**src/hw/rtl/mpsm_pkg.sv**
```systemverilog
// Shared constants, codes and controller/datapath types of the string matcher.
package mpsm_pkg;

  localparam int MAX_NODES    = 256;
  localparam int SYMBOL_BITS  = 8;
  localparam int MAX_WORD_LEN = 32;
  localparam int MAX_RESULTS  = 32;
  localparam int ALPHA        = 1 << SYMBOL_BITS;
  localparam int NODE_W       = $clog2(MAX_NODES);
  localparam int NCNT_W       = NODE_W + 1;
  localparam int DEPTH_W      = 6;
  localparam int COUNT_W      = 8;
  localparam int POS_W        = 32;
  localparam int NRES_W       = $clog2(MAX_RESULTS + 1);
  localparam int GOTO_AW      = NODE_W + SYMBOL_BITS;
  localparam int INFO_W       = 1 + COUNT_W + DEPTH_W;
  localparam int IN_W         = 16;
  localparam int OUT_W        = 88;

  localparam logic [2:0] CMD_CLEAR = 3'd0;
  localparam logic [2:0] CMD_ADD   = 3'd1;
  localparam logic [2:0] CMD_END   = 3'd2;
  localparam logic [2:0] CMD_BUILD = 3'd3;
  localparam logic [2:0] CMD_START = 3'd4;
  localparam logic [2:0] CMD_SCAN  = 3'd5;

  typedef enum logic [2:0] {
    ST_OK       = 3'd0,
    ST_MATCH    = 3'd1,
    ST_NOMATCH  = 3'd2,
    ST_FULL     = 3'd3,
    ST_TOOLONG  = 3'd4,
    ST_NOTBUILT = 3'd5
  } status_e;

  typedef enum logic [4:0] {
    S_INIT, S_IDLE, S_DEC, S_SWEEP, S_EMIT, S_ADD, S_END,
    S_B0_RD, S_B0, S_BQ, S_BQ_LD, S_BU_RD, S_BU, S_BF_LD, S_BF_RD, S_BF_CHK,
    S_SC_RD, S_SC_CHK, S_SC_FW, S_ST, S_ST_D, S_PUSH, S_POS
  } state_e;

  typedef enum logic [4:0] {
    OP_NONE, OP_LATCH, OP_CLEAR, OP_SWEEP, OP_ADD_RD, OP_ADD_NEW, OP_ADD_OLD,
    OP_END_RD, OP_END_WR, OP_START, OP_B_INIT, OP_B0_RD, OP_B0, OP_BQ_RD, OP_BQ,
    OP_BU_RD, OP_NEXT_S, OP_BU, OP_BF_LD, OP_BF_RD, OP_BF_FRD, OP_BF_SET, OP_BUILT,
    OP_SC_INIT, OP_SC_RD, OP_SC_FRD, OP_SC_FW, OP_SC_SET, OP_ST_RD, OP_ST_WRV,
    OP_ST_STEP, OP_PUSH
  } op_e;

  typedef enum logic [1:0] {
    OPX_NONE, OPX_POS, OPX_EMIT
  } opx_e;

  typedef struct packed {
    op_e     op;
    opx_e    opx;
    status_e code;
  } ctrl_t;

  typedef struct packed {
    logic [2:0] cmd;
    logic       built;
    logic       depth_full;
    logic       table_full;
    logic       g_zero;
    logic       ins_zero;
    logic       sweep_last;
    logic       s_last;
    logic       q_more;
    logic       f_zero;
    logic       node_zero;
    logic       t_zero;
    logic       visited;
    logic       match;
    logic       cand_v;
    logic       out_full;
  } stat_t;

endpackage

```
**src/hw/rtl/mpsm_ctrl.sv**
```systemverilog
// Controller state machine of the string matcher: sequences the datapath operations.
module mpsm_ctrl (
  input  logic            clk_i,
  input  logic            rst_ni,
  input  logic            in_valid_i,
  output logic            in_ready_o,
  input  mpsm_pkg::stat_t stat_i,
  output mpsm_pkg::ctrl_t ctrl_o
);

  mpsm_pkg::state_e  state_q, state_d;
  mpsm_pkg::status_e code_q, code_d;

  // State and pending result code.
  always_ff @(posedge clk_i or negedge rst_ni) begin
    if (!rst_ni) begin
      state_q <= mpsm_pkg::S_INIT;
      code_q  <= mpsm_pkg::ST_OK;
    end else begin
      state_q <= state_d;
      code_q  <= code_d;
    end
  end

  // Next state.
  always_comb begin
    state_d = state_q;
    code_d  = code_q;
    case (state_q)
      mpsm_pkg::S_INIT: begin
        if (stat_i.sweep_last) state_d = mpsm_pkg::S_IDLE;
      end
      mpsm_pkg::S_IDLE: begin
        if (in_valid_i) state_d = mpsm_pkg::S_DEC;
      end
      mpsm_pkg::S_DEC: begin
        code_d  = mpsm_pkg::ST_OK;
        state_d = mpsm_pkg::S_EMIT;
        case (stat_i.cmd)
          mpsm_pkg::CMD_CLEAR: state_d = mpsm_pkg::S_SWEEP;
          mpsm_pkg::CMD_ADD: begin
            if (stat_i.depth_full) code_d = mpsm_pkg::ST_TOOLONG;
            else state_d = mpsm_pkg::S_ADD;
          end
          mpsm_pkg::CMD_END: begin
            if (!stat_i.ins_zero) state_d = mpsm_pkg::S_END;
          end
          mpsm_pkg::CMD_BUILD: state_d = mpsm_pkg::S_B0_RD;
          mpsm_pkg::CMD_SCAN: begin
            if (stat_i.built) state_d = mpsm_pkg::S_SC_RD;
            else code_d = mpsm_pkg::ST_NOTBUILT;
          end
          default: state_d = mpsm_pkg::S_EMIT;
        endcase
      end
      mpsm_pkg::S_SWEEP: begin
        code_d = mpsm_pkg::ST_OK;
        if (stat_i.sweep_last) state_d = mpsm_pkg::S_EMIT;
      end
      mpsm_pkg::S_ADD: begin
        if (stat_i.g_zero && stat_i.table_full) begin
          code_d  = mpsm_pkg::ST_FULL;
          state_d = mpsm_pkg::S_EMIT;
        end else if (stat_i.g_zero) begin
          state_d = mpsm_pkg::S_SWEEP;
        end else begin
          code_d  = mpsm_pkg::ST_OK;
          state_d = mpsm_pkg::S_EMIT;
        end
      end
      mpsm_pkg::S_END: begin
        code_d  = mpsm_pkg::ST_OK;
        state_d = mpsm_pkg::S_EMIT;
      end
      mpsm_pkg::S_B0_RD: state_d = mpsm_pkg::S_B0;
      mpsm_pkg::S_B0: begin
        state_d = stat_i.s_last ? mpsm_pkg::S_BQ : mpsm_pkg::S_B0_RD;
      end
      mpsm_pkg::S_BQ: begin
        if (stat_i.q_more) begin
          state_d = mpsm_pkg::S_BQ_LD;
        end else begin
          code_d  = mpsm_pkg::ST_OK;
          state_d = mpsm_pkg::S_EMIT;
        end
      end
      mpsm_pkg::S_BQ_LD: state_d = mpsm_pkg::S_BU_RD;
      mpsm_pkg::S_BU_RD: state_d = mpsm_pkg::S_BU;
      mpsm_pkg::S_BU: begin
        if (!stat_i.g_zero) state_d = mpsm_pkg::S_BF_LD;
        else state_d = stat_i.s_last ? mpsm_pkg::S_BQ : mpsm_pkg::S_BU_RD;
      end
      mpsm_pkg::S_BF_LD: state_d = mpsm_pkg::S_BF_RD;
      mpsm_pkg::S_BF_RD: state_d = mpsm_pkg::S_BF_CHK;
      mpsm_pkg::S_BF_CHK: begin
        if (stat_i.g_zero && !stat_i.f_zero) state_d = mpsm_pkg::S_BF_LD;
        else state_d = stat_i.s_last ? mpsm_pkg::S_BQ : mpsm_pkg::S_BU_RD;
      end
      mpsm_pkg::S_SC_RD: state_d = mpsm_pkg::S_SC_CHK;
      mpsm_pkg::S_SC_CHK: begin
        if (stat_i.g_zero && !stat_i.node_zero) state_d = mpsm_pkg::S_SC_FW;
        else state_d = mpsm_pkg::S_ST;
      end
      mpsm_pkg::S_SC_FW: state_d = mpsm_pkg::S_SC_RD;
      mpsm_pkg::S_ST: begin
        state_d = stat_i.t_zero ? mpsm_pkg::S_POS : mpsm_pkg::S_ST_D;
      end
      mpsm_pkg::S_ST_D: begin
        if (stat_i.visited) state_d = mpsm_pkg::S_POS;
        else if (stat_i.match && stat_i.cand_v) state_d = mpsm_pkg::S_PUSH;
        else state_d = mpsm_pkg::S_ST;
      end
      mpsm_pkg::S_PUSH: begin
        if (!stat_i.out_full) state_d = mpsm_pkg::S_ST;
      end
      mpsm_pkg::S_POS: begin
        code_d  = mpsm_pkg::ST_NOMATCH;
        state_d = mpsm_pkg::S_EMIT;
      end
      mpsm_pkg::S_EMIT: begin
        if (!stat_i.out_full) state_d = mpsm_pkg::S_IDLE;
      end
      default: state_d = mpsm_pkg::S_IDLE;
    endcase
  end

  // Operation issued to the datapath in each state.
  always_comb begin
    ctrl_o.op   = mpsm_pkg::OP_NONE;
    ctrl_o.opx  = mpsm_pkg::OPX_NONE;
    ctrl_o.code = code_q;
    in_ready_o  = 1'b0;
    case (state_q)
      mpsm_pkg::S_INIT: ctrl_o.op = mpsm_pkg::OP_SWEEP;
      mpsm_pkg::S_IDLE: begin
        in_ready_o = 1'b1;
        if (in_valid_i) ctrl_o.op = mpsm_pkg::OP_LATCH;
      end
      mpsm_pkg::S_DEC: begin
        case (stat_i.cmd)
          mpsm_pkg::CMD_CLEAR: ctrl_o.op = mpsm_pkg::OP_CLEAR;
          mpsm_pkg::CMD_ADD: begin
            if (!stat_i.depth_full) ctrl_o.op = mpsm_pkg::OP_ADD_RD;
          end
          mpsm_pkg::CMD_END: begin
            ctrl_o.op = stat_i.ins_zero ? mpsm_pkg::OP_END_WR : mpsm_pkg::OP_END_RD;
          end
          mpsm_pkg::CMD_BUILD: ctrl_o.op = mpsm_pkg::OP_B_INIT;
          mpsm_pkg::CMD_START: ctrl_o.op = mpsm_pkg::OP_START;
          mpsm_pkg::CMD_SCAN: begin
            if (stat_i.built) ctrl_o.op = mpsm_pkg::OP_SC_INIT;
          end
          default: ctrl_o.op = mpsm_pkg::OP_NONE;
        endcase
      end
      mpsm_pkg::S_SWEEP: ctrl_o.op = mpsm_pkg::OP_SWEEP;
      mpsm_pkg::S_ADD: begin
        if (!stat_i.g_zero) ctrl_o.op = mpsm_pkg::OP_ADD_OLD;
        else if (!stat_i.table_full) ctrl_o.op = mpsm_pkg::OP_ADD_NEW;
      end
      mpsm_pkg::S_END: ctrl_o.op = mpsm_pkg::OP_END_WR;
      mpsm_pkg::S_B0_RD: ctrl_o.op = mpsm_pkg::OP_B0_RD;
      mpsm_pkg::S_B0: ctrl_o.op = mpsm_pkg::OP_B0;
      mpsm_pkg::S_BQ: begin
        ctrl_o.op = stat_i.q_more ? mpsm_pkg::OP_BQ_RD : mpsm_pkg::OP_BUILT;
      end
      mpsm_pkg::S_BQ_LD: ctrl_o.op = mpsm_pkg::OP_BQ;
      mpsm_pkg::S_BU_RD: ctrl_o.op = mpsm_pkg::OP_BU_RD;
      mpsm_pkg::S_BU: begin
        ctrl_o.op = stat_i.g_zero ? mpsm_pkg::OP_NEXT_S : mpsm_pkg::OP_BU;
      end
      mpsm_pkg::S_BF_LD: ctrl_o.op = mpsm_pkg::OP_BF_LD;
      mpsm_pkg::S_BF_RD: ctrl_o.op = mpsm_pkg::OP_BF_RD;
      mpsm_pkg::S_BF_CHK: begin
        if (stat_i.g_zero && !stat_i.f_zero) ctrl_o.op = mpsm_pkg::OP_BF_FRD;
        else ctrl_o.op = mpsm_pkg::OP_BF_SET;
      end
      mpsm_pkg::S_SC_RD: ctrl_o.op = mpsm_pkg::OP_SC_RD;
      mpsm_pkg::S_SC_CHK: begin
        if (stat_i.g_zero && !stat_i.node_zero) ctrl_o.op = mpsm_pkg::OP_SC_FRD;
        else ctrl_o.op = mpsm_pkg::OP_SC_SET;
      end
      mpsm_pkg::S_SC_FW: ctrl_o.op = mpsm_pkg::OP_SC_FW;
      mpsm_pkg::S_ST: begin
        if (!stat_i.t_zero) ctrl_o.op = mpsm_pkg::OP_ST_RD;
      end
      mpsm_pkg::S_ST_D: begin
        if (!stat_i.visited) begin
          if (stat_i.match && stat_i.cand_v) ctrl_o.op = mpsm_pkg::OP_ST_WRV;
          else ctrl_o.op = mpsm_pkg::OP_ST_STEP;
        end
      end
      mpsm_pkg::S_PUSH: begin
        if (!stat_i.out_full) ctrl_o.op = mpsm_pkg::OP_PUSH;
      end
      mpsm_pkg::S_POS: ctrl_o.opx = mpsm_pkg::OPX_POS;
      mpsm_pkg::S_EMIT: begin
        if (!stat_i.out_full) ctrl_o.opx = mpsm_pkg::OPX_EMIT;
      end
      default: ctrl_o.op = mpsm_pkg::OP_NONE;
    endcase
  end

endmodule

```
**config.mk**
```make
export PLATFORM = sky130hd
export DESIGN_NAME = mpsm_ctrl
export DESIGN_NICKNAME = d
export VERILOG_FILES = /design/src/hw/rtl/mpsm_pkg.sv /design/src/hw/rtl/mpsm_ctrl.sv
export SDC_FILE = /design/constraint.sdc
export NUM_CORES = 1
export LEC_CHECK = 0
export ABC_AREA = 1
export BUFFER_PORTS_ARGS = -buffer_cell sky130_fd_sc_hd__buf_2
export CELL_PAD_IN_SITES_DETAIL_PLACEMENT = 0
export CELL_PAD_IN_SITES_GLOBAL_PLACEMENT = 1
export CORE_MARGIN = 1
export CORE_UTILIZATION = 34
export DETAILED_ROUTE_END_ITERATION = 10
export GPL_TIMING_DRIVEN = 1
export PLACE_DENSITY_LB_ADDON = 0.1
export SLEW_MARGIN = 5
export SYNTH_ARGS = -nofsm -noshare
export SYNTH_HDL_FRONTEND = slang
export SYNTH_SLANG_ARGS = --single-unit
```
**constraint.sdc**
```tcl
create_clock -name clk_i -period 2.1 [get_ports clk_i]
set_input_delay 0.315 -clock clk_i [delete_from_list [all_inputs] [get_ports clk_i]]
set_output_delay 0.315 -clock clk_i [all_outputs]
set_load 0.01 [all_outputs]
```
---- After elaboration in Yosys (flattened, before gate mapping) ----
Index checks and enable logic that the tools add are counted.
word-level totals
  flip-flop bits (word level) ............. 8
  input port bits ......................... 21
  output and inout bits ................... 11
  word-level logic and storage cells ...... 97
operators by class
  equal/unequal tests ..................... 34
  muxes and demuxes ....................... 47
  reductions and logical operators ........ 14
operators with widths
  cell                                                              number
  5-bit one-hot mux with 22 select lines                            1
  5-bit one-hot mux with 20 select lines                            1
  5-bit two-way mux                                                 11
  3-bit two-way mux                                                 14
  5-bit by 4-bit == test with 1-bit output (second input constant)  8
  5-bit == test (second input constant)                             7
  5-bit one-hot mux with 6 select lines                             1
  5-bit one-hot mux with 5 select lines                             1
  5-bit by 3-bit == test with 1-bit output (second input constant)  4
  3-bit one-hot mux with 5 select lines                             1
  2-bit two-way mux                                                 6
  4-bit two-way mux                                                 3
  2-bit != test (second input constant)                             6
  5-bit by 2-bit == test with 1-bit output (second input constant)  2
  3-bit by 2-bit == test with 1-bit output (second input constant)  2
  3-bit == test (second input constant)                             2
  1-bit two-way mux                                                 6
  3-bit one-hot mux with 2 select lines                             1
  2-bit OR reduction                                                3
  5-bit by 1-bit == test with 1-bit output (second input constant)  1
  5-bit zero test                                                   1
  5-bit AND reduction                                               1
  5-bit nonzero test                                                1
  1-bit logical AND                                                 4
  6 further kinds                                                   7

---- Depth between registers and ports, before layout ----
Gate-level depths: netlist (run 1).
  depth after elaboration ................. 4
  depth in mapped cells ................... 12
  depth with buffers taken out ............ 12

---- Worst setup path before layout (run 1) ----
Ideal clock, no wire load.
  path type ............................... register to output
  start point ............................. register state_q[3]
  end point ............................... output ctrl_o[9] (netlist bit)
  arrival ................................. 1313 ps
  data required time ...................... 1785 ps
  slack ................................... 472 ps
  stages on the path, launching flop included .. 9
  path buffers ............................ 0
  cell sequence ........................... dfrtp_1 > inv_1 > nand2_4 > nor2_2 > nand2_1 > or2_1 > nand2_1 > nor3_1 > nand3_1
RTL lines
  element                 line             RTL
  start, declared         mpsm_ctrl.sv:11  mpsm_pkg::state_e state_q, state_d;
  start signal, assigned  mpsm_ctrl.sv:17  state_q <= mpsm_pkg::S_INIT;
  start signal, assigned  mpsm_ctrl.sv:20  state_q <= state_d;
  end, declared           mpsm_ctrl.sv:8   output mpsm_pkg::ctrl_t ctrl_o

==> impl_results.md, run 1 <==
- CTS Buf Count: 3
- Int Pwr: 962 µW
- Top Family by Delay on Critical Path: simple AND/OR/NAND/NOR gates
- Layout cells sized above 1: 32.9%
- Drt total wl: 4.37 mm
- Final Non-Filler Cells: 329
- WP data arrival: ~1.7 ns
- CTS Buffer Depth: 2
- Startpoint Class: flip-flop
- Area share of the largest cell type after synthesis: 20.5%
- Pre-Repair DR Iteration Count: 4
- Setup-violating endpoint count in the final report: 0
- Final hold vios: 0
- RSZ-0062 raised after global routing: true
- Setup TNS: 0 ns
- DP Wirelength: between 3 and 4 mm
- First-pass GRT wire length: 6.76 mm
- Slew Limit Fails: 0
- Hold Path Stages: 4
- Pin count of the biggest net entering global routing: 11
- Sequential fraction of the synthesis area: 16.6%
- Placed cell count: 313
- Synthesized area: 0.00121 mm²
- Diode count: 0
- DR vias: 1645
- Hold EP: state_q[1]
- Synth Area per Inst: 5.19 µm²
- Total net switching power: 1210 µW
- PortBufs: 31
- Vias in the first global route: about 1.5k
- PwrDens: ~1300 mW/mm²
- DRC: 0
- Leading cell type in the layout, fill and taps excluded: nand2_1
- Iter 0 DRT Violations: 83
- Clock share of power: 5.6%
- RR Startpoint: state_q[0]
- Core Region: 0.00336 mm²
- Top cells by area, synth: nand2_1 20%, dfrtp_1 17%, nor2_1 16%, nand3_1 11%, inv_1 9.6%
- Area grow syn2layout: 38.3%
- Final hold slack: 0.322 ns
- Syn. warnings: 0
- Worst Path Buf+Inv: 3
- CP Cell Sequence: nor2_1 > buf_4 > inv_1 > nor3_1 > nor4_2 > nand3_1 > buf_2
- Status: finished clean
- Critical Path RT: 1.78 ns
- Fin crit share: 97.9%
- Drt via density: roughly 5
- Post-synth top area cell: nand2_1
- VDD IR-drop max: between 500 and 600 µV
- R2r setup slk: roughly 0.35 ns
- CTS root buf: clkbuf_4
- CTS H-tree lvls: 1
- Clock Sink Count: 8
- Slowest cell on crit path: dfrtp_2
- Grt total ovfl: 0
- GRT Overall Usage: 24.7%
- Tmin final: between 2 and 2.5 ns
- Routed len/inst: ~13 µm
- Worst-Skew Late Latency: between 0.2 and 0.3 ns
- Die Area: ~0.0038 mm²
- Hold Path Origin: stat_i[9]
- Reg2Reg Depth: 10
- Crit. End Element: output port
- Sequential Power Share: 16.0%
- Post-synthesis net count: 254
- GPL Wtd Cong: between 0.9 and 1
- Max-cap viol count: 0
- Synth Register Bits: 8
- Final #Nets: 306
- Chip height: just over 60 µm
- Die Width: ~60 µm
- Remaining antenna violation count: 0
- Worst Skew: 0.00919 ns
- Leak pwr: 0.000934 µW
- Initial Util: 35.9%
- Post-synth cell types: 25
- TritonCTS clock tree: built
- Clock transition at path regs: 0.06 ns
- Worst setup path class: reg -> out
- Hold Crit Class: in -> reg
- Commonest cells after routing, fill and taps aside: 58 x nand2_1, 43 x nor2_1, 31 x buf_2, 28 x inv_1, 25 x nand3_1
- Post-synthesis cell count: 233
- Crit path largest cell delay: around 0.47 ns
- Switching share of power: 55.7%
- CP Max Fanout: 7
- Comb power frac: around 80%
- RR Endpoint: state_q[2]
- Worst slew pin tran: 0.424 ns
- Slew headroom: between 70% and 80%
- Antenna violations before repair: 0
- I/O Pins: 32
- Cell Rows: 21
- F_max: roughly 490 MHz
-- state kept, by name, summed over array words and instances, names as in the netlist --
| signal | cells |
|---|---|
| code_q | 3 |
| state_q | 5 |
-- synth_stat cells (all sizes together) --
cell type  instances
buf                1
nand2b             1
and2               1
nor2              58
nand3b             1
nand3             28
a21oi              6
o21ai             12
nand2             67
o2bb2ai            1
o31ai              1
inv               34
o211ai             1
or2                1
nand4              3
nor4               1
nor3               8
dfrtp              8
-- worst min-delay path, stage by stage --
cell and delay (ns):
buf_2 0.09, inv_1 0.03, nand3_1 0.06, nand2_1 0.05
-- power groups by stage --
| stage | logic (µW) | registers (µW) | clock network [µW] |
|---|---|---|---|
| final | 1700 | 348 | 122 |
| after global routing | 1890 | 362 | 133 |
| after CTS | 1510 | 338 | 126 |
| after detailed placement | 1410 | 326 | 0 |
| after global placement | 1450 | 325 | 0 |
| after floorplan | 990 | 306 | 0 |
-- layer usage --
metal	share of wire, %	global-route usage [%]
met1	48	34.9
met4	2.6	10.2
met3	4.4	1.26
met2	45	39.2
met5	0	0
-- metrics by stage --
stage | setup slack (ns) | utilization (%) | total power (µW) | cell area [µm²]
global route | -0.0280 | 49.7 | 2390 | 1670
CTS | 0.00822 | 45.3 | 1970 | 1530
finish | 0.0434 | 49.7 | 2170 | 1670
detailed placement | 0.0949 | 43.0 | 1740 | 1450
global placement | 0.0159 | 43.0 | 1780 | 1450
floorplan | 0.472 | - | 1300 | 1210
-- kinds of logic after synthesis --
| family | count (synthesis) | synth area share, % |
|---|---|---|
| AOI/OAI and AO/OA | 21 | 9.73 |
| buffers and inverters | 35 | 11.0 |
| DFF | 8 | 16.6 |
| and+or+nand+nor | 169 | 62.7 |
-- worst max path at each step --
stage | from | end | slack, ns | cells after the start
5_1_grt | state_q[0] | ctrl_o[6] | -0.03 | 7
3_5_place_dp | state_q[4] | ctrl_o[6] | 0.09 | 8
3_3_place_gp | state_q[4] | ctrl_o[6] | 0.02 | 8
2_1_floorplan | state_q[3] | ctrl_o[9] | 0.47 | 8
6_report | state_q[0] | ctrl_o[6] | 0.04 | 7
4_1_cts | state_q[1] | ctrl_o[5] | 0.008 | 9
-- layout make-up --
class	instances	area, µm²
fillers	402	1690
well taps	46	57.6
multi-input cells	190	971
flip-flops and latches	8	205
clock buffers	3	22.5
inverters	34	130
repair buffers	48	285
-- timing repair --
action	CTS	global route
gates resized for setup	10	26
hold endpoints to repair	8	0
hold buffers	1	0
endpoints found under the setup margin	5	5
buffers inserted	3	9
pin swaps	2	6
Note: power is estimated with default switching activity, not from simulation.
==> run 2, diff against run 1 <==
- CELL_PAD_IN_SITES_DETAIL_PLACEMENT: 0 -> 1
- CORE_UTILIZATION: 34 -> 37
- SKIP_LAST_GASP: unset -> 1
- clock period: 2.1 -> 2.5 ns (I/O delays scaled with it)
==> run 2 against run 1 <==
Against the previous run: core utilization shrank 2.7 points; setup slack gained 0.13 ns; power shrank 27%.
==> impl_results.md, run 2 (synthesized netlist as in run 1, its figures left out) <==
- Critical Path RT: 2.12 ns
- Top Registers: state_q (5), code_q (3)
- Clock Sink Count: 8
- WP data arrival: 1.95 ns
- Top reg by flops: state_q
- First-pass GRT wire length: 7.24 mm
- # Post-CTS Setup Buffers: 0
- Fin crit share: between 90% and 100%
- Total net switching power: 935 µW
- Leading cell type in the layout, fill and taps excluded: nand2_1
- Pre-Repair DR Iteration Count: 7
- TritonCTS clock tree: built
- Area of the multi-input gates: a little under 900 µm²
- Final core utilization: 47.0%
- Dpl ws: around 0.3 ns
- Total power: 1580 µW
- DP Wirelength: 3.78 mm
- Comb power frac: 75.8%
- Sequential Power Share: 17.6%
- Slew Limit Fails: 0
- Setup TNS: 0 ns
- I/O Pins: 32
- Final hold vios: 0
- Status: finished clean
- Drt via density: 5.07
- PwrDens: 1090 mW/mm²
- Leak pwr: 0.000848 µW
- Worst Skew: ~0.0020 ns
- Slew headroom: 77.3%
- Initial Util: 39.3%
- Startpoint Class: flip-flop
- Hold Crit Class: in -> reg
- Pin count of the biggest net entering global routing: 11
- Commonest cells after routing, fill and taps aside: 66 x nand2_1, 50 x nor2_1, 31 x inv_1, 31 x buf_2, 27 x nand3_1
- CTS Buffer Depth: 2
- CTS H-tree lvls: 1
- Iter 0 DRT Violations: 93
- Fillers: 494
- Die Area: 0.00350 mm²
- GPL Wtd Cong: 0.941
- Worst slew pin tran: 0.341 ns
- Die Width: 59.2 µm
- PortBufs: 31
- Chip height: between 50 and 60 µm
- DRC: 0
- Layout cells sized above 1: ~18%
- Switching share of power: 59.2%
- Drt total wl: 4.36 mm
- Cell Rows: 20
- Int Pwr: 646 µW
- Worst setup path class: reg -> out
- Worst-Skew Late Latency: 0.26 ns
- Max reg flops: 5
- CTS Buf Count: 3
- Core Region: 0.00308 mm²
- F_max: around 430 MHz
- Antenna violations before repair: 0
- GRT Overall Usage: 28.0%
- Tmin final: 2.32 ns
- Clock share of power: under 10%
- Vias in the first global route: 1557
- Remaining antenna violation count: 0
- VDD IR-drop max: 367 µV
- DR vias: about 1.6k
- Max-cap viol count: 0
- Grt total ovfl: 0
- Setup-violating endpoint count in the final report: 0
- Fin worst setup slack: 0.176 ns
- CTS root buf: clkbuf_4
- Area grow syn2layout: 19.8%
- RSZ-0062 raised after global routing: false
- Final #Nets: 290
- CP Max Fanout: 7
- Routed len/inst: roughly 14 µm
- Clock transition at path regs: 0.06 ns
- Crit. End Element: output port
- Diode count: 0
- Register area: 201 µm²
[run 2: worst paths after layout]
path	from	end	slack [ns]	cells after the start
setup / recovery	state_q[0]	ctrl_o[5]	0.18	8
hold / removal	stat_i[8]	state_q[3]	0.38	3
setup reg to reg	state_q[2]	state_q[0]	0.77	10
hold reg to reg	code_q[1]	code_q[1]	0.49	2
max in group asynchronous	rst_ni	state_q[4]	1.81	2
min in group asynchronous	rst_ni	code_q[1]	0.50	2
[run 2: metal layers]
| metal | track usage [%] | part of all wire [%] | vias to the layer above | routed length [µm] |
|---|---|---|---|---|
| met3 | 1.75 | 3.6 | 2 | 159 |
| met5 | 0 | 0 | - | 0 |
| met1 | 38.9 | 48 | 721 | 2110 |
| met2 | 47.9 | 48 | 41 | 2080 |
| met4 | 5.44 | 0.18 | 0 | 8 |
| li1 | - | - | 812 | - |
[run 2: cell type report]
type                    count  area share, %
multi-input cells         190           60.5
repair buffers             32           11.4
well taps                  44           3.80
clock buffers               3           1.56
flip-flops and latches      8           13.9
inverters                  34           8.82
[run 2: power groups by stage]
stage	clock network, µW	registers [µW]	logic (µW)
after floorplan	0	257	832
after global placement	0	275	1170
after detailed placement	0	278	1180
after CTS	106	276	1200
after global routing	110	288	1340
final	103	279	1200
[run 2: through the flow]
step | instance area, µm² | cells | hold slack (ns)
floorplan | 1210 | 233 | 0.0794
global placement | 1410 | 307 | 0.232
detailed placement | 1410 | 307 | 0.230
CTS | 1450 | 311 | 0.368
global route | 1450 | 311 | 0.414
finish | 1450 | 311 | 0.384
[run 2: what timing repair did]
item	in CTS	in global routing
hold endpoints to repair	8	0
endpoints found under the setup margin	1	2
pin swaps	0	0
gates resized for setup	1	1
hold buffers	1	0
[run 2: worst max-delay path, stage by stage, from the launching register on]
cell and delay, ns:
dfrtp_1 0.46, nor2_1 0.12, nand2_1 0.23, inv_1 0.07
o21ai_1 0.25, nand2_1 0.13, nor3_1 0.18, nand4_1 0.10
buf_2 0.15
